===== config.mk =====
export PLATFORM = sky130hd
export DESIGN_NAME = base64_stream_decoder
export DESIGN_NICKNAME = d
export VERILOG_FILES = /design/src/rtl/b64d_pkg.sv /design/src/rtl/b64d_front.sv /design/src/rtl/b64d_queue.sv /design/src/rtl/b64d_back.sv /design/src/rtl/base64_stream_decoder.sv
export SDC_FILE = /design/constraint.sdc
export NUM_CORES = 1
export LEC_CHECK = 0
export BUFFER_PORTS_ARGS = -buffer_cell sky130_fd_sc_hd__buf_2
export CORE_MARGIN = 2
export CORE_UTILIZATION = 40
export DETAILED_ROUTE_END_ITERATION = 10
export PLACE_DENSITY = 0.6
export SKIP_LAST_GASP = 1
export SLEW_MARGIN = 20
export SYNTH_ARGS = -nofsm -noshare
export SYNTH_HDL_FRONTEND = slang
export SYNTH_HIERARCHICAL = 1
export SYNTH_SLANG_ARGS = --single-unit

===== constraint.sdc =====
create_clock -name clk -period 6.1 [get_ports clk]
set_clock_uncertainty 0.15 [all_clocks]
set_input_delay 0.61 -clock clk [delete_from_list [all_inputs] [get_ports clk]]
set_output_delay 0.61 -clock clk [all_outputs]
set_load 0.01 [all_outputs]

===== src/rtl/b64d_pkg.sv =====
// Shared types, constants and the character classifier of the base64 stream decoder.
package b64d_pkg;

  // Sextet codes beyond the 64 data values
  localparam logic [6:0] SX_PAD = 7'd64;
  localparam logic [6:0] SX_BAD = 7'd65;

  // Depth of the job queue between front and back
  localparam int unsigned QDEPTH = 4;
  localparam int unsigned QAW    = $clog2(QDEPTH);

  // One unit of work for the back end: a decoded quartet or an error
  typedef struct packed {
    logic        err;    // error result, carries a position
    logic        last;   // closes the string
    logic [1:0]  nbytes; // data bytes to emit, 1 to 3
    logic [23:0] bytes;  // first byte in the top bits
  } b64d_job_t;

  // Map a character to its sextet; padding and bad characters get their own codes
  function automatic logic [6:0] sextet_of(input logic [7:0] ch);
    logic [6:0] v;
    v = SX_BAD;
    if (ch >= 8'd65 && ch <= 8'd90) begin
      v = 7'(ch - 8'd65);
    end else if (ch >= 8'd97 && ch <= 8'd122) begin
      v = 7'(ch - 8'd71);
    end else if (ch >= 8'd48 && ch <= 8'd57) begin
      v = 7'(ch + 8'd4);
    end else if (ch == 8'd43) begin
      v = 7'd62;
    end else if (ch == 8'd47) begin
      v = 7'd63;
    end else if (ch == 8'd61) begin
      v = SX_PAD;
    end
    return v;
  endfunction

endpackage


===== src/rtl/b64d_front.sv =====
// Front end: classifies characters, gathers quartets and issues decode or error jobs.
module b64d_front
  import b64d_pkg::*;
#(
  parameter int unsigned POS_WIDTH = 32
) (
  input  logic                 clk,
  input  logic                 rst_n,
  input  logic                 char_vld,   // a character transfer at this edge
  input  logic [7:0]           char_code,
  input  logic                 is_last,
  output logic                 job_vld,    // push a job this cycle
  output b64d_job_t            job,
  output logic [POS_WIDTH-1:0] job_pos
);

  logic [1:0]           phase_r, phase_nxt;
  logic [17:0]          buf_r, buf_nxt;
  logic [POS_WIDTH-1:0] cnt_r, cnt_nxt;
  logic                 pad_r, pad_nxt;
  logic                 disc_r, disc_nxt;

  logic [6:0]           sx;
  logic                 is_pad;
  logic [5:0]           sa, sb, sc, sd;
  logic [POS_WIDTH-1:0] qstart;

  assign sx     = sextet_of(char_code);
  assign is_pad = (sx == SX_PAD);
  assign qstart = cnt_r - POS_WIDTH'(phase_r);
  assign sa     = buf_r[17:12];
  assign sb     = buf_r[11:6];
  assign sc     = buf_r[5:0];
  assign sd     = is_pad ? 6'd0 : sx[5:0];

  always_comb begin
    phase_nxt   = phase_r;
    buf_nxt     = buf_r;
    cnt_nxt     = cnt_r;
    pad_nxt     = pad_r;
    disc_nxt    = disc_r;
    job_vld     = 1'b0;
    job.err     = 1'b0;
    job.last    = is_last;
    job.nbytes  = 2'd3;
    job.bytes   = {sa, sb[5:4], sb[3:0], sc[5:2], sc[1:0], sd};
    job_pos     = '0;
    if (char_vld) begin
      if (disc_r) begin
        // drop the rest of a failed string
        if (is_last) begin
          disc_nxt = 1'b0;
          cnt_nxt  = '0;
        end
      end else if (is_last && phase_r != 2'd3) begin
        job_vld  = 1'b1;
        job.err  = 1'b1;
        job_pos  = cnt_r + POS_WIDTH'(1);
      end else if (sx == SX_BAD || (is_pad && phase_r < 2'd2) || (!is_pad && pad_r) ||
                   (phase_r == 2'd3 && (is_pad || pad_r) && !is_last)) begin
        job_vld  = 1'b1;
        job.err  = 1'b1;
        job_pos  = qstart;
        disc_nxt = !is_last;
      end else if (phase_r != 2'd3) begin
        buf_nxt   = {buf_r[11:0], sd};
        pad_nxt   = pad_r | is_pad;
        phase_nxt = phase_r + 2'd1;
        cnt_nxt   = cnt_r + POS_WIDTH'(1);
      end else begin
        job_vld    = 1'b1;
        job.nbytes = pad_r ? 2'd1 : (is_pad ? 2'd2 : 2'd3);
        cnt_nxt    = is_last ? '0 : cnt_r + POS_WIDTH'(1);
      end
      // any job ends the quartet
      if (job_vld) begin
        phase_nxt = 2'd0;
        buf_nxt   = '0;
        pad_nxt   = 1'b0;
        if (is_last) begin
          cnt_nxt = '0;
        end
      end
    end
  end

  always_ff @(posedge clk) begin
    if (!rst_n) begin
      phase_r <= '0;
      buf_r   <= '0;
      cnt_r   <= '0;
      pad_r   <= 1'b0;
      disc_r  <= 1'b0;
    end else begin
      phase_r <= phase_nxt;
      buf_r   <= buf_nxt;
      cnt_r   <= cnt_nxt;
      pad_r   <= pad_nxt;
      disc_r  <= disc_nxt;
    end
  end

endmodule


===== src/rtl/b64d_queue.sv =====
// Job queue between front and back end: small register FIFO with fall-through read.
module b64d_queue
  import b64d_pkg::*;
#(
  parameter int unsigned WIDTH = 8
) (
  input  logic             clk,
  input  logic             rst_n,
  input  logic             push,
  input  logic [WIDTH-1:0] wdata,
  output logic             full,
  input  logic             pop,
  output logic             rvld,
  output logic [WIDTH-1:0] rdata
);

  logic [WIDTH-1:0] mem_r [QDEPTH];
  logic [QAW-1:0]   wptr_r, rptr_r;
  logic [QAW:0]     cnt_r;
  logic             do_push, do_pop;

  assign full    = (cnt_r == (QAW+1)'(QDEPTH));
  assign rvld    = (cnt_r != '0);
  assign rdata   = mem_r[rptr_r];
  assign do_push = push && !full;
  assign do_pop  = pop && rvld;

  always_ff @(posedge clk) begin
    if (do_push) begin
      mem_r[wptr_r] <= wdata;
    end
  end

  always_ff @(posedge clk) begin
    if (!rst_n) begin
      wptr_r <= '0;
      rptr_r <= '0;
      cnt_r  <= '0;
    end else begin
      if (do_push) begin
        wptr_r <= wptr_r + QAW'(1);
      end
      if (do_pop) begin
        rptr_r <= rptr_r + QAW'(1);
      end
      cnt_r <= cnt_r + (QAW+1)'(do_push) - (QAW+1)'(do_pop);
    end
  end

  a_no_overflow: assert property (@(posedge clk) disable iff (!rst_n)
    cnt_r <= (QAW+1)'(QDEPTH))
    else $error("job queue count beyond depth");

  a_push_when_full: assert property (@(posedge clk) disable iff (!rst_n)
    full && !do_pop |=> $stable(cnt_r))
    else $error("job queue count moved while full");

endmodule


===== src/rtl/b64d_back.sv =====
// Back end: unrolls one job into result transfers, holding the current result in a register.
module b64d_back
  import b64d_pkg::*;
#(
  parameter int unsigned POS_WIDTH = 32
) (
  input  logic                 clk,
  input  logic                 rst_n,
  input  logic                 job_vld,
  input  b64d_job_t            job,
  input  logic [POS_WIDTH-1:0] job_pos,
  output logic                 job_pop,
  output logic                 res_vld,
  input  logic                 res_rdy,
  output logic [7:0]           res_byte,
  output logic                 res_err,
  output logic [POS_WIDTH-1:0] res_pos,
  output logic                 res_last
);

  b64d_job_t            cur_r;
  logic [POS_WIDTH-1:0] pos_r;
  logic                 vld_r;
  logic [1:0]           idx_r;
  logic                 final_beat, load;

  assign final_beat = cur_r.err || (idx_r == cur_r.nbytes - 2'd1);
  assign load       = !vld_r || (res_rdy && final_beat);
  assign job_pop    = load && job_vld;

  assign res_vld  = vld_r;
  assign res_err  = cur_r.err;
  assign res_pos  = cur_r.err ? pos_r : '0;
  assign res_last = cur_r.err || (cur_r.last && final_beat);

  always_comb begin
    res_byte = 8'd0;
    if (!cur_r.err) begin
      case (idx_r)
        2'd0:    res_byte = cur_r.bytes[23:16];
        2'd1:    res_byte = cur_r.bytes[15:8];
        default: res_byte = cur_r.bytes[7:0];
      endcase
    end
  end

  always_ff @(posedge clk) begin
    if (job_pop) begin
      cur_r <= job;
      pos_r <= job_pos;
    end
  end

  always_ff @(posedge clk) begin
    if (!rst_n) begin
      vld_r <= 1'b0;
      idx_r <= '0;
    end else if (load) begin
      vld_r <= job_vld;
      idx_r <= '0;
    end else if (res_rdy) begin
      idx_r <= idx_r + 2'd1;
    end
  end

  a_idx_in_range: assert property (@(posedge clk) disable iff (!rst_n)
    vld_r && !cur_r.err |-> idx_r < cur_r.nbytes)
    else $error("result index past byte count");

endmodule


===== src/rtl/base64_stream_decoder.sv =====
// Top level of the streaming base64 decoder: front end, job queue and back end.
// Path: the front end classifies combinationally and writes the job that completes a quartet
//   into the job queue; the back end loads it from there into its output register when free.
// Throughput: one character per cycle while the queue has room; the back end emits one
//   result per cycle while out_tready is high, and a quartet yields up to three bytes.
// Reset: synchronous, active low; clears quartet state, queue and output register.
module base64_stream_decoder
  import b64d_pkg::*;
#(
  parameter int unsigned POS_WIDTH = 32
) (
  input  logic                                  clk,
  input  logic                                  rst_n,
  // input: base64 text, one character per transfer
  input  logic                                  in_tvalid,
  output logic                                  in_tready,
  input  logic [7:0]                            in_tdata,  // [7:0] char_code
  input  logic                                  in_tlast,  // is_last
  // output: decoded bytes or a single error result
  output logic                                  out_tvalid,
  input  logic                                  out_tready,
  output logic [((8+POS_WIDTH+7)/8)*8-1:0]      out_tdata, // [7:0] data_byte, then error_pos
  output logic                                  out_tuser, // is_error
  output logic                                  out_tlast  // last_of_run
);

  localparam int unsigned TDATA_W = ((8 + POS_WIDTH + 7) / 8) * 8;
  localparam int unsigned QW      = $bits(b64d_job_t) + POS_WIDTH;

  logic                 char_vld;
  logic                 fe_vld;
  b64d_job_t            fe_job;
  logic [POS_WIDTH-1:0] fe_pos;
  logic                 q_full, q_vld, q_pop;
  logic [QW-1:0]        q_rdata;
  b64d_job_t            be_job;
  logic [POS_WIDTH-1:0] be_pos;
  logic [7:0]           res_byte;
  logic [POS_WIDTH-1:0] res_pos;

  // Take a character whenever the queue has room for the job it might cause
  assign in_tready = !q_full;
  assign char_vld  = in_tvalid && in_tready;

  b64d_front #(.POS_WIDTH(POS_WIDTH)) u_front (
    .clk       (clk),
    .rst_n     (rst_n),
    .char_vld  (char_vld),
    .char_code (in_tdata),
    .is_last   (in_tlast),
    .job_vld   (fe_vld),
    .job       (fe_job),
    .job_pos   (fe_pos)
  );

  // Queue parts the front end from output backpressure
  b64d_queue #(.WIDTH(QW)) u_queue (
    .clk   (clk),
    .rst_n (rst_n),
    .push  (fe_vld),
    .wdata ({fe_pos, fe_job}),
    .full  (q_full),
    .pop   (q_pop),
    .rvld  (q_vld),
    .rdata (q_rdata)
  );

  assign be_job = q_rdata[$bits(b64d_job_t)-1:0];
  assign be_pos = q_rdata[QW-1:$bits(b64d_job_t)];

  b64d_back #(.POS_WIDTH(POS_WIDTH)) u_back (
    .clk      (clk),
    .rst_n    (rst_n),
    .job_vld  (q_vld),
    .job      (be_job),
    .job_pos  (be_pos),
    .job_pop  (q_pop),
    .res_vld  (out_tvalid),
    .res_rdy  (out_tready),
    .res_byte (res_byte),
    .res_err  (out_tuser),
    .res_pos  (res_pos),
    .res_last (out_tlast)
  );

  // Pack error_pos above data_byte, zero fill to whole bytes
  assign out_tdata = TDATA_W'({res_pos, res_byte});

  a_err_is_last: assert property (@(posedge clk) disable iff (!rst_n)
    out_tvalid && out_tuser |-> out_tlast && out_tdata[7:0] == 8'd0)
    else $error("error result must close the string with a zero byte");

endmodule

# ---- Word-level counts from Yosys, hierarchy flattened
# Memories as Yosys holds them, arrays and structs flattened. A register that Yosys moved wholly into a read port is not among the register bits.
# Index checks and enable logic that the tools add are counted.
dict set report word_totals {
  reg_bits 64
  mem_bits_rw 240
  in_bits 13
  output_inout_bits 44
  elab_cells 135
  mem_count 1
}
# memory words word_bits read_ports rd_clocked_by_memory_dff wr line
set memory_table {}
lappend memory_table {u_queue.mem_r 4 60 1 1 1 b64d_queue.sv:17} ;# logic [WIDTH-1:0] mem_r [QDEPTH];
dict set report classes {
  n_addsub 12
  n_lt_le_gt_ge 7
  n_eq_ne 13
  muxes 60
  bitwise_logic 2
  n_reduce_logical 30
}
# op n
set ops {}
lappend ops {{two-way mux 32 bit} 13}
lappend ops {{two-way mux 18 bit} 5}
lappend ops {{two-way mux 7 bit} 5}
lappend ops {{adder 32 x 1 -> 32 bit (second input constant)} 1}
lappend ops {{subtractor 32 x 2 -> 32 bit} 1}
lappend ops {{equality test 8 x 6 -> 1 bit (second input constant)} 3}
lappend ops {{two-way mux 1 bit} 23}
lappend ops {{two-way mux 2 bit} 11}
lappend ops {{greater-or-equal comparator 8 x 7 -> 1 bit (second input constant)} 2}
lappend ops {{<= comparator 8 x 7 -> 1 bit (second input constant)} 2}
lappend ops {{one-hot mux 8 bit (2 select lines)} 1}
lappend ops {{equality test 7 bit (second input constant)} 2}
lappend ops {{logical AND 1 bit} 14}
lappend ops {{subtractor 7 bit (second input constant)} 2}
lappend ops {{adder 2 x 1 -> 2 bit (second input constant)} 4}
lappend ops {{greater-or-equal comparator 8 x 6 -> 1 bit (second input constant)} 1}
lappend ops {{<= comparator 8 x 6 -> 1 bit (second input constant)} 1}
lappend ops {{two-way mux 8 bit} 1}
lappend ops {{!= test 2 bit (second input constant)} 4}
lappend ops {{adder 7 x 3 -> 7 bit (second input constant)} 1}
lappend ops {{logical OR 1 bit} 7}
lappend ops {{two-way mux 6 bit} 1}
lappend ops {{AND reduction 5 bit} 1}
lappend ops {{zero test 1 bit} 4}
lappend ops {{14 further kinds} 14}

# ---- Logic depth before layout (Yosys ltp)
# Gate-level depths: netlist (run 1).
dict set report depth {
  depth_word 20
  mapped_depth 19
  depth_no_buf 16
}

# ---- By module
# The synthesis (run 1) kept the hierarchy.
# module n_inst cells_per_inst area_per_inst_um2
set modules_own_cells {}
lappend modules_own_cells {b64d_queue 1 363 9212.6}
lappend modules_own_cells {b64d_front 1 628 4521.8}
lappend modules_own_cells {b64d_back 1 152 2407.3}
lappend modules_own_cells {base64_stream_decoder 1 2 10.0}

# ---- Least setup slack after synthesis (run 1)
# No wires, ideal clock.
dict set report synth_timing {
  path_kind {in2reg}
  from {input port in_tdata[0]}
  to {memory u_queue/mem_r[0][0] in the netlist's numbering, enable pin}
  setup_ps 424
  arrival_ps 4380
  slack_ps 1146
  path_stages 13
  cell_sequence {clkbuf_1 -> inv_1 -> ha_1 -> nor2b_1 -> o21ai_0 -> and2_1 -> a22o_1 -> buf_2 -> mux2_2 -> a21oi_1 -> nor2b_1 -> buf_2 -> and2_1}
}
dict set report synth_between {
  elab_chain_cells 20
  word_cells_on_any_way 40
  classes_between {add/sub: 3; order compare: 6; eq/ne: 5; mux: 13; reduce/logical: 13}
}
# element line
set synth_rtl {}
lappend synth_rtl {{start, declared} base64_stream_decoder.sv:17} ;# input logic [7:0] in_tdata,
lappend synth_rtl {{equality test 8 x 6 -> 1 bit} b64d_pkg.sv:34} ;# end else if (ch == 8'd61) begin
lappend synth_rtl {{two-way mux 1 bit} b64d_pkg.sv:34}
lappend synth_rtl {{two-way mux 7 bit} b64d_pkg.sv:32} ;# end else if (ch == 8'd47) begin
lappend synth_rtl {{two-way mux 7 bit} b64d_pkg.sv:30} ;# end else if (ch == 8'd43) begin
lappend synth_rtl {{two-way mux 7 bit} b64d_pkg.sv:28} ;# end else if (ch >= 8'd48 && ch <= 8'd57) begin
lappend synth_rtl {{two-way mux 7 bit} b64d_pkg.sv:26} ;# end else if (ch >= 8'd97 && ch <= 8'd122) begin
lappend synth_rtl {{two-way mux 7 bit (*)} b64d_pkg.sv:24} ;# if (ch >= 8'd65 && ch <= 8'd90) begin
lappend synth_rtl {{equality test 7 bit} b64d_front.sv:29} ;# assign is_pad = (sx == SX_PAD);
lappend synth_rtl {{(+4 left out)} n/a}
lappend synth_rtl {{two-way mux 1 bit (*)} b64d_front.sv:59} ;# end else if (sx == SX_BAD || (is_pad && phase_r < 2'd2) || (!is_pad && pad_r) ||
lappend synth_rtl {{two-way mux 1 bit (*)} b64d_front.sv:55} ;# end else if (is_last && phase_r != 2'd3) begin
lappend synth_rtl {{two-way mux 1 bit (*)} b64d_front.sv:49} ;# if (disc_r) begin
lappend synth_rtl {{two-way mux 1 bit (*) (2 in series)} b64d_front.sv:48} ;# if (char_vld) begin
lappend synth_rtl {{named net fe_vld} base64_stream_decoder.sv:31} ;# logic fe_vld;
lappend synth_rtl {{logical AND 1 bit (*)} b64d_queue.sv:25} ;# assign do_push = push && !full;
lappend synth_rtl {{two-way mux 1 bit (*)} b64d_queue.sv:29} ;# if (do_push) begin
lappend synth_rtl {{two-way mux 1 bit (implied by the code) (*)} b64d_queue.sv:30} ;# mem_r[wptr_r] <= wdata;
lappend synth_rtl {{end, declared} b64d_queue.sv:17}
# The timed path passes the listed nets; every way through them passes the cells marked *. The select of a mux whose other input is x is not followed.

# ---- Final worst setup path (run 1)
dict set report layout_timing {
  from {input port in_tdata[2]}
  to {register u_queue.cnt_r[2]}
}
dict set report layout_between {
  elab_chain_cells 20
  word_cells_on_any_way 40
  classes_between {add/sub: 5; order compare: 6; eq/ne: 5; mux: 11; reduce/logical: 13}
}
# element line
set layout_rtl {}
lappend layout_rtl {{equality test 8 x 6 -> 1 bit} b64d_pkg.sv:34}
lappend layout_rtl {{two-way mux 1 bit} b64d_pkg.sv:34}
lappend layout_rtl {{two-way mux 7 bit} b64d_pkg.sv:32}
lappend layout_rtl {{two-way mux 7 bit} b64d_pkg.sv:30}
lappend layout_rtl {{two-way mux 7 bit} b64d_pkg.sv:28}
lappend layout_rtl {{two-way mux 7 bit} b64d_pkg.sv:26}
lappend layout_rtl {{two-way mux 7 bit (*)} b64d_pkg.sv:24}
lappend layout_rtl {{equality test 7 bit} b64d_front.sv:29}
lappend layout_rtl {{(+4 left out)} n/a}
lappend layout_rtl {{two-way mux 1 bit (*)} b64d_front.sv:59}
lappend layout_rtl {{two-way mux 1 bit (*)} b64d_front.sv:55}
lappend layout_rtl {{two-way mux 1 bit (*)} b64d_front.sv:49}
lappend layout_rtl {{two-way mux 1 bit (*) (2 in series)} b64d_front.sv:48}
lappend layout_rtl {{named net fe_vld} base64_stream_decoder.sv:31}
lappend layout_rtl {{logical AND 1 bit (*)} b64d_queue.sv:25}
lappend layout_rtl {{adder 3 x 1 -> 3 bit (*)} b64d_queue.sv:46} ;# cnt_r <= cnt_r + (QAW+1)'(do_push) - (QAW+1)'(do_pop);
lappend layout_rtl {{subtractor 3 x 1 -> 3 bit (*)} b64d_queue.sv:46}
lappend layout_rtl {{end signal, assigned} b64d_queue.sv:46}
lappend layout_rtl {{end, declared} b64d_queue.sv:19} ;# logic [QAW:0] cnt_r;
# Marked as above.
# A chain may end at the register's enable or synchronous reset.

==> results.cfg, run 1 <==
[run_status]
status = finished, final reports clean

[setup_path]
crit_buf_inv = 4
timing.rr.end = u_queue/cnt_r[2]$_SDFF_PN0_
max_stage_delay_ps = 490
crit_path_top_delay_cell = nor2b_1
worstSetupPathType = input pin to register
cp_cell_sequence = buf_2, inv_1, ha_1, nor2b_1, o21ai_1, a21o_1, a22o_1, mux2_2, a21oi_1, nor2b_1, inv_1, ha_1, inv_1, ha_1, fa_1, xnor2_1, and2_1
worstPathArrival_ps = 4970
crit_fanout = 8
startpoint_type = input pin
r2r_slack_ps = 2320
r2r-start = u_front/phase_r[1]$_SDFFE_PN0P_
r2r_cells = 14
crit_family = compound AO/OA/AOI/OAI gates
crit_required_ps = 6360
cp-end-kind = register

[power_and_ir_drop]
p_total_w = 0.007240
leakagePower_nw = 6.250
power_density_nw_per_um2 = 396.7
irDropWorstVdd_mv = 0.2172

[drt]
avgRoutedWirePerCell_microns = 19.99
num_vias = 9681
drt-pass1-iter-count = 5
wirelength_microns = 34950
detail-route-antenna-nets = 0
via_per_inst = 5.538
drt_iter0_drc = 867
drc = 0

[floorplan]
rows = 73
die_width_microns = 204.9
pin_count = 57
dieArea_sq_um = 42000
die_h_microns = 204.9
core-area_sq_um = 39820
initial_core_util_pct = 40.56

[layout]
num-fill-cells = 3541
synthToLayoutAreaGrowth_pct = 13.00
multiInputGateArea_sq_um = 5320
nets = 1229
register_area_sq_um = 10330
design_area_sq_um = 18250
diodes = 0
drive_above_1_share_pct = 19.30

[grt]
antenna_found_initial = 0
grt_pass1_vias = 9400
grt_pass1_wl_microns = 54860
grt_max_degree = 63
grt_usage_pct = 16.97
grt_overflow = 0

[placement]
placed_cell_area_sq_um = 16920
io_buffers = 56
place_congestion = 0.8656
place_hpwl_microns = 22430

[worst_hold_path]
min_from = out_tready
holdPathStages = 2
min_to = u_back/idx_r[0]$_SDFFE_PP0P_
hp-class = input pin to register

[run]
maxCapViolCount = 0

[synthesis]
yosysTopAreaCellShare_pct = 55.78
ys_ff_latch = 366
synth_enable_flop_cells = 300
synth_ff_type = edfxtp_1
synth_most_common_cell = edfxtp_1
yosys-top-cells-count = 300 x edfxtp_1, 87 x nor2_1, 75 x nand2_1, 66 x dfxtp_1, 60 x mux4_2
synth-async-reset-ratio_pct = 0
syn_nets = 1181
ys_warn_count = 6
synth_largest_area_cell = edfxtp_1
synthCells = 1145
ys_seq_area_share_pct = 63.96
syn_avg_cell_area_sq_um = 14.11
ys_types = 80
synthTopCellsByArea = edfxtp_1 56%, mux4_2 8.4%, dfxtp_1 8.2%, nor2_1 2.0%, and2_1 1.8%
synthesis.area_sq_um = 16150

[sta]
fin_setup_tns_ps = 0
slew_viol_final = 0
worst_pin_slew_ps = 1090
rsz0062_at_grt = no
fin_crit_sh_pct = 77.20
min_period_ps = 4709
slew_headroom_pct = 27.07
whs_ps = 249.2
max_freq_ghz = 0.2123
setup_viol = 0
timing.final.hold_violations = 0

[clocking]
clkSinkCount = 366
cts_max_level = 2
cts_buffers = 39
cts_root_buffer = clkbuf_16
cts_max_path_buffers = 3
clock_latency_ps = 540
clkTransAtPathRegs_ps = 60
ctsResizeCount = 0
hold_buffers = 0
cts_tree = built
post_cts_buffers = 0
## per-layer routing
metal / global-route usage (%) / part of all wire (%)
met1: 25.62 / 48
met2: 25.72 / 44
met3: 2.179 / 5.5
met4: 4.830 / 2.0
met5: 0 / 0
## report_power, final
group	internal [W]	switching (W)
registers	0.00321	0.000165
logic	0.000615	0.000835
clock network	0.00147	0.000946
total	0.00529	0.00195
## how the worst max path moves through the flow
stage	to	slack, ps	startpoint	depth (start not counted)
finish	u_queue/cnt_r[2]$_SDFF_PN0_	1390	in_tdata[2]	17
detailed placement	u_queue/cnt_r[2]$_SDFF_PN0_	960	in_tdata[2]	17
floorplan	u_queue/mem_r[0][0]$_DFFE_PP_	1150	in_tdata[0]	13
global route	u_queue/cnt_r[2]$_SDFF_PN0_	1120	in_tdata[2]	17
CTS	u_queue/cnt_r[2]$_SDFF_PN0_	1470	in_tdata[2]	17
global placement	u_queue/cnt_r[2]$_SDFF_PN0_	1050	in_tdata[2]	17
## through the flow
step | instances | utilization (%) | setup WS (ps)
6_report | 1748 | 45.83 | 1391
5_1_grt | 1748 | 45.83 | 1120
4_1_cts | 1748 | 45.83 | 1471
3_5_place_dp | 1677 | 42.48 | 962.5
3_3_place_gp | 1677 | 42.48 | 1051
2_1_floorplan | 1145 | - | 1146
## flip-flops by register name, summed over array words and instances, names as in the netlist, named ones only
signal and count:
u_back/pos_r 32, u_front/cnt_r 32, u_queue/rptr_r 2, u_front/pad_r 1
u_front/disc_r 1, u_queue/cnt_r 3, u_back/idx_r 2, u_queue/wptr_r 2
u_queue/mem_r 240, u_front/buf_r 18, u_back/cur_r 27, u_back/res_err 1
u_front/phase_r 2, u_back/res_vld 1
## layout by cell type, fill, tap and decap left out, types with 21 or more instances in the layout
| cell type | synthesis | final |
|---|---|---|
| a21oi_1 | 41 | 41 |
| a22oi_1 | 25 | 25 |
| and2_1 | 46 | 42 |
| buf_2 | 24 | 56 |
| clkbuf_16 | 0 | 41 |
| dfxtp_1 | 66 | 64 |
| edfxtp_1 | 300 | 300 |
| ha_1 | 21 | 21 |
| inv_1 | 26 | 26 |
| mux4_2 | 60 | 60 |
| nand2_1 | 75 | 75 |
| nand3_1 | 24 | 24 |
| nor2_1 | 87 | 87 |
| nor3_1 | 30 | 30 |
| xor2_1 | 24 | 24 |
## layout make-up
class	count	area share, %
flip-flops and latches	366	56.63
multi-input cells	682	29.15
clock buffers	54	6.163
well taps	525	3.599
repair buffers	78	2.783
clock inverters	17	1.145
inverters	26	0.5347
## cells by family (layout without fill, tap and decap cells)
kind of cell | Yosys count | in the layout | share of synthesized area [%]
compound gates | 176 | 176 | 7.662
xor+xnor | 37 | 37 | 2.053
fa+ha+maj | 23 | 23 | 1.875
buf+inv | 97 | 175 | 3.168
flops | 366 | 366 | 63.96
mux | 71 | 71 | 9.079
simple gates | 375 | 375 | 12.21
Power figures use the tool's default switching activity.
==> run 2, diff against run 1 <==
--- a/config.mk
+++ b/config.mk
@@ -5,11 +5,12 @@
 export SDC_FILE = /design/constraint.sdc
 export NUM_CORES = 1
 export LEC_CHECK = 0
+export ABC_AREA = 1
 export BUFFER_PORTS_ARGS = -buffer_cell sky130_fd_sc_hd__buf_2
 export CORE_MARGIN = 2
 export CORE_UTILIZATION = 40
 export DETAILED_ROUTE_END_ITERATION = 10
-export PLACE_DENSITY = 0.6
+export PLACE_DENSITY = 0.59
 export SKIP_LAST_GASP = 1
 export SLEW_MARGIN = 20
 export SYNTH_ARGS = -nofsm -noshare
==> constraint.sdc (replaced) <==
create_clock -name clk -period 4.6 [get_ports clk]
set_clock_uncertainty 0.15 [all_clocks]
set_input_delay 0.46 -clock clk [delete_from_list [all_inputs] [get_ports clk]]
set_output_delay 0.46 -clock clk [all_outputs]
set_load 0.01 [all_outputs]
==> results.cfg, run 2 <==
[sta]
rsz0062_at_grt = no
whs_ps = 102.1
slew_headroom_pct = 39.85
slew_viol_final = 0
max_freq_ghz = 0.2563
timing.final.hold_violations = 0
worst_pin_slew_ps = 901.3
min_period_ps = 3902
setup_viol = 0
fin_crit_sh_pct = 84.82

[synthesis]
synth_largest_area_cell = edfxtp_1
ys_warn_count = 6
syn_avg_cell_area_sq_um = 9.884
ys_types = 49
synthCells = 1754
synth_most_common_cell = nand2_1
synth_ff_type = edfxtp_1
ys_seq_area_share_pct = 59.58
synthesis.area_sq_um = 17340
ys_ff_latch = 366
synthTopCellsByArea = edfxtp_1 52%, dfxtp_1 7.6%, nand2_1 6.8%, nor2_1 4.6%, o21ai_0 3.4%
yosysTopAreaCellShare_pct = 51.96
synth_enable_flop_cells = 300
yosys-top-cells-count = 314 x nand2_1, 300 x edfxtp_1, 211 x nor2_1, 134 x inv_1, 118 x o21ai_0
synth-async-reset-ratio_pct = 0
syn_nets = 1790

[clocking]
hold_buffers = 0
clkSinkCount = 366
cts_max_path_buffers = 3
clock_latency_ps = 540
ctsResizeCount = 0
cts_buffers = 40
cts_root_buffer = clkbuf_16
clkTransAtPathRegs_ps = 60
cts_tree = built
cts_max_level = 2
post_cts_buffers = 0

[layout]
final_common_cell = nand2_1
synthToLayoutAreaGrowth_pct = 13.11
largest_reg_flops = 240
most-common-layout-cells = 314 x nand2_1, 300 x edfxtp_1, 207 x nor2_1
top_register = u_queue/mem_r
drive_above_1_share_pct = 13.65
layout.cells.non_filler = 2416
nets = 1837
diodes = 0
top_regs = u_queue/mem_r: 240 flops, u_back/pos_r: 32 flops, u_front/cnt_r: 32 flops

[floorplan]
initial_core_util_pct = 40.42
die_width_microns = 212.2
core-area_sq_um = 42890
pin_count = 57
die_h_microns = 212.2
dieArea_sq_um = 45020
rows = 76

[placement]
place_congestion = 0.9155
place_hpwl_microns = 28410
dp.cells = 2344
io_buffers = 56

[grt]
grt.met2_usage_pct = 31.37
use_met1_pct = 28.72
grt_pass1_wl_microns = 69100
antenna_found_initial = 0
grt_max_degree = 69
grt_overflow = 0
grt_pass1_vias = 11970
grt_util_met3_pct = 2.482
grt_usage_pct = 19.88
busiest_layer = met2

[power_and_ir_drop]
power_density_nw_per_um2 = 531.9
leakagePower_nw = 7.240
irDropWorstVdd_mv = 0.2986

[drt]
num_vias = 12790
drt_iter0_drc = 1233
drc = 0
wirelength_microns = 44380
via_per_inst = 5.294
drt-pass1-iter-count = 5
avgRoutedWirePerCell_microns = 18.37
detail-route-antenna-nets = 0

[setup_path]
r2r-start = u_front/cnt_r[0]$_SDFFE_PN0P_
worstSetupPathType = register to register
r2r_cells = 14
crit_required_ps = 4670
r2r_slack_ps = 700
crit_fanout = 5
worstPathArrival_ps = 3970
cp-end-kind = register
startpoint_type = register
cp-startpoint = u_front/cnt_r[0]$_SDFFE_PN0P_

[worst_hold_path]
min_from = out_tready
hp-class = input pin to register
holdPathStages = 3

[run]
maxCapViolCount = 0

[run_status]
status = finished, final reports clean
[run 2: cell count changes after synthesis, moves of 37 or more]
cell,previous run,this run
and2_1,46,0
nand2_1,75,314
o21ai_0,14,118
o22ai_1,6,53
mux4_2,60,0
nor2_1,87,211
inv_1,26,134
nand3_1,24,61
o21ai_1,2,53
a21oi_1,41,97
[run 2: cell families (layout without fill, tap and decap cells)]
family / after synthesis / after routing / share of synthesized area (%)
XOR/XNOR: 40 / 40 / 2.021
adder cells (fa/ha/maj): 23 / 23 / 1.747
AO/OA/AOI/OAI: 390 / 390 / 13.32
flip-flops: 366 / 366 / 59.58
buffers and inverters: 241 / 318 / 6.106
AND/OR/NAND/NOR: 694 / 694 / 17.23
[run 2: area by class of cell]
type	count	area (sq um)
Multi-Input combinational cell	1147	5989
Inverter	146	550.5
Fill cell	4039	23280
Tap cell	585	732.0
Clock inverter	18	161.4
Timing Repair Buffer	100	685.7
Clock buffer	54	1156
Sequential cell	366	10330
[run 2: path summary, 6_finish.rpt]
| kind | end |
|---|---|
| setup / recovery | u_queue/mem_r[0][58]$_DFFE_PP_ |
| hold / removal | u_back/idx_r[0]$_SDFFE_PP0P_ |
| setup reg to reg | u_queue/mem_r[0][58]$_DFFE_PP_ |
| hold reg to reg | register |
[run 2: critical path, cell delays in order (launching register included)]
cell and delay (ps):
dfxtp_1 330, inv_1 180, ha_1 190, inv_1 60, fa_1 450, nor2_1 300
inv_1 160, nor2_1 150, nand3_1 120, nor2_1 200, nand4_1 260, nor2_1 220
xor2_1 170, nor2_1 50, a211oi_1 600
[run 2: power breakdown]
group	internal, W	switching (W)
Clock	0.00188	0.00127
Sequential	0.00432	0.000302
Combinational	0.000827	0.00184
[run 2: routing by layer]
metal / up-vias / wire [microns] / share of wire, %
li1: 6205 / - / -
met1: 6152 / 20660 / 47
met2: 372 / 20140 / 45
met3: 62 / 2500 / 5.6
met4: 0 / 1079 / 2.4
met5: - / 0 / 0
[run 2: stage by stage]
stage	setup WS, ps	cell area, sq um	total power (W)	util [%]	TNS [ps]
final	698.3	19610	0.01043	45.73	0
after global routing	407.0	19610	0.01101	45.73	0
after CTS	774.5	19610	0.01055	45.73	0
after detailed placement	234.9	18290	0.007380	42.65	0
after global placement	316.3	18290	0.007340	42.65	0
after floorplan	-150.5	17350	0.006465	-	-36120
==> run 3, diff against run 2 <==
--- a/config.mk
+++ b/config.mk
@@ -10,7 +10,7 @@
 export CORE_MARGIN = 2
 export CORE_UTILIZATION = 40
 export DETAILED_ROUTE_END_ITERATION = 10
-export PLACE_DENSITY = 0.59
+export PLACE_DENSITY = 0.61
 export SKIP_LAST_GASP = 1
 export SLEW_MARGIN = 20
 export SYNTH_ARGS = -nofsm -noshare
==> constraint.sdc (replaced) <==
create_clock -name clk -period 3.45 [get_ports clk]
set_clock_uncertainty 0.15 [all_clocks]
set_input_delay 0.345 -clock clk [delete_from_list [all_inputs] [get_ports clk]]
set_output_delay 0.345 -clock clk [all_outputs]
set_load 0.01 [all_outputs]
==> results.cfg, run 3 (synthesis gave the netlist of run 2 again) <==
[setup_path]
worstSetupPathType = register to register
crit_path_top_delay_cell = dfxtp_1
cp-end-kind = register
cpMostUsedCell = nand2_1
startpoint_type = register
cp_cell_sequence = inv_1, ha_1, nand2_1, nand2_1, nor2_2, nand2_1, nor3_2, nand4_1, nor2_1, nand2_1, nor3_1, xor2_1, nand2_1, a21oi_2
r2r_slack_ps = 260
timing.rr.end = u_queue/mem_r[3][59]$_DFFE_PP_
worstPathArrival_ps = 3380
crit_buf_inv = 1
crit_family = simple AND/OR/NAND/NOR gates
r2r-start = u_front/phase_r[1]$_SDFFE_PN0P_
crit_required_ps = 3640
max_stage_delay_ps = 390
crit_fanout = 4
r2r_cells = 14

[sta]
rsz0062_at_grt = no
layout_setup_ws_ps = 257.3
fin_crit_sh_pct = 92.54
fin_setup_tns_ps = 0
min_period_ps = 3193
slew_viol_final = 0
worst_pin_slew_ps = 925.0
setup_viol = 0
timing.final.hold_violations = 0
max_freq_ghz = 0.3132
slew_headroom_pct = 38.33

[layout]
num-fill-cells = 3983
nets = 1895
multiInputGateArea_sq_um = 6066
drive_above_1_share_pct = 16.81
synthToLayoutAreaGrowth_pct = 15.77
top_register = u_queue/mem_r
most-common-layout-cells = 311 x nand2_1, 300 x edfxtp_1, 205 x nor2_1
register_area_sq_um = 10330
final_common_cell = nand2_1
largest_reg_flops = 240
top_regs = u_queue/mem_r: 240 flops, u_back/pos_r: 32 flops, u_front/cnt_r: 32 flops

[power_and_ir_drop]
power_density_nw_per_um2 = 687.5
irDropWorstVdd_mv = 0.5095
leakagePower_nw = 7.481

[clocking]
clkSinkCount = 366
cts_tree = built
clock_latency_ps = 540
cts_root_buffer = clkbuf_16
cts_buffers = 39
cts_max_path_buffers = 3
cts_max_level = 2
clkTransAtPathRegs_ps = 60

[floorplan]
dieArea_sq_um = 45020
die_width_microns = 212.2
initial_core_util_pct = 40.42
rows = 76
pin_count = 57
core-area_sq_um = 42890
die_h_microns = 212.2

[worst_hold_path]
min_from = in_tvalid
hp-class = input pin to register
min_to = u_front/disc_r$_SDFFE_PN0P_
holdPathStages = 4

[grt]
grt_max_degree = 91
grt_overflow = 0
grt_pass1_vias = 12440
grt_usage_pct = 19.74
antenna_found_initial = 1
grt_pass1_wl_microns = 69430

[drt]
avgRoutedWirePerCell_microns = 17.78
drc = 0
num_vias = 12990
wirelength_microns = 43960
via_per_inst = 5.255
detail-route-antenna-nets = 0
drt-pass1-iter-count = 8
drt_iter0_drc = 1276

[placement]
place_congestion = 0.9058
io_buffers = 56
place_hpwl_microns = 27850
dp_worst_setup_slack_ps = -188.6

[run_status]
status = finished, final reports clean

[run]
maxCapViolCount = 0
run 3: changes by cell type in the layout (fill, tap and decap cells not counted), moves of 3 or more:
cell	previous run	this run
clkinv_1	9	15
clkbuf_8	6	1
inv_1	133	128
nand2_1	314	311
ha_1	21	18
buf_4	38	94
clkinv_2	4	1
run 3: worst max-delay path by stage:
stage                                                 to  depth (start not counted)  slack [ps]                            start
final                     u_queue/mem_r[3][59]$_DFFE_PP_                         14         260  u_front/phase_r[1]$_SDFFE_PN0P_
after detailed placement     u_queue/cnt_r[1]$_SDFF_PN0_                         25        -190                      in_tdata[3]
after CTS                 u_queue/mem_r[3][59]$_DFFE_PP_                         14         110  u_front/phase_r[1]$_SDFFE_PN0P_
after global placement    u_queue/mem_r[3][30]$_DFFE_PP_                         19        -180                      in_tdata[3]
after floorplan            u_queue/mem_r[0][0]$_DFFE_PP_                         21        -180                      in_tdata[2]
after global routing      u_queue/mem_r[0][47]$_DFFE_PP_                         12          10    u_front/cnt_r[2]$_SDFFE_PN0P_
run 3: where the power goes:
part           total (W)  switching (W)  internal [W]
combinational    0.00372        0.00252       0.00120
sequential       0.00609       0.000326       0.00576
clock            0.00399        0.00166       0.00234
run 3: worst min-delay path, cell delays in order:
cell and delay [ps]:
buf_2 80, inv_1 40, nor2_2 130, a211oi_1 90
run 3: per-stage QoR:
stage                     cell area, sq um  power, W  cells  util [%]  hold WS (ps)
final                                20070   0.01380   2472     46.80         72.01
after global routing                 20070   0.01455   2471     46.79         69.19
after CTS                            20050   0.01391   2471     46.75         66.11
after detailed placement             18820  0.009915   2402     43.89         329.8
after global placement               18820  0.009845   2402     43.89         309.6
after floorplan                      17470  0.008642   1754         -         288.5
run 3: what timing repair did:
action,CTS,global route
resized for setup,0,4
endpoints found under the hold margin,1,0
hold buffers,1,0
setup endpoints to repair,0,12
setup buffers,0,0
run 3: cell type report:
| cell class | instances | area share (%) |
|---|---|---|
| sequential | 366 | 51.49 |
| multi-input combinational | 1147 | 30.22 |
| timing repair buffer | 159 | 5.760 |
| clock buffer | 48 | 5.293 |
| tap | 585 | 3.647 |
| inverter | 146 | 2.793 |
| clock inverter | 20 | 0.7793 |
| antenna | 1 | 0.01247 |
run 3: metal layers:
layer	track usage, %	routed length (microns)
met4	5.561	959
met1	27.36	20120
met3	2.880	2437
met2	32.35	20450
met5	0	0
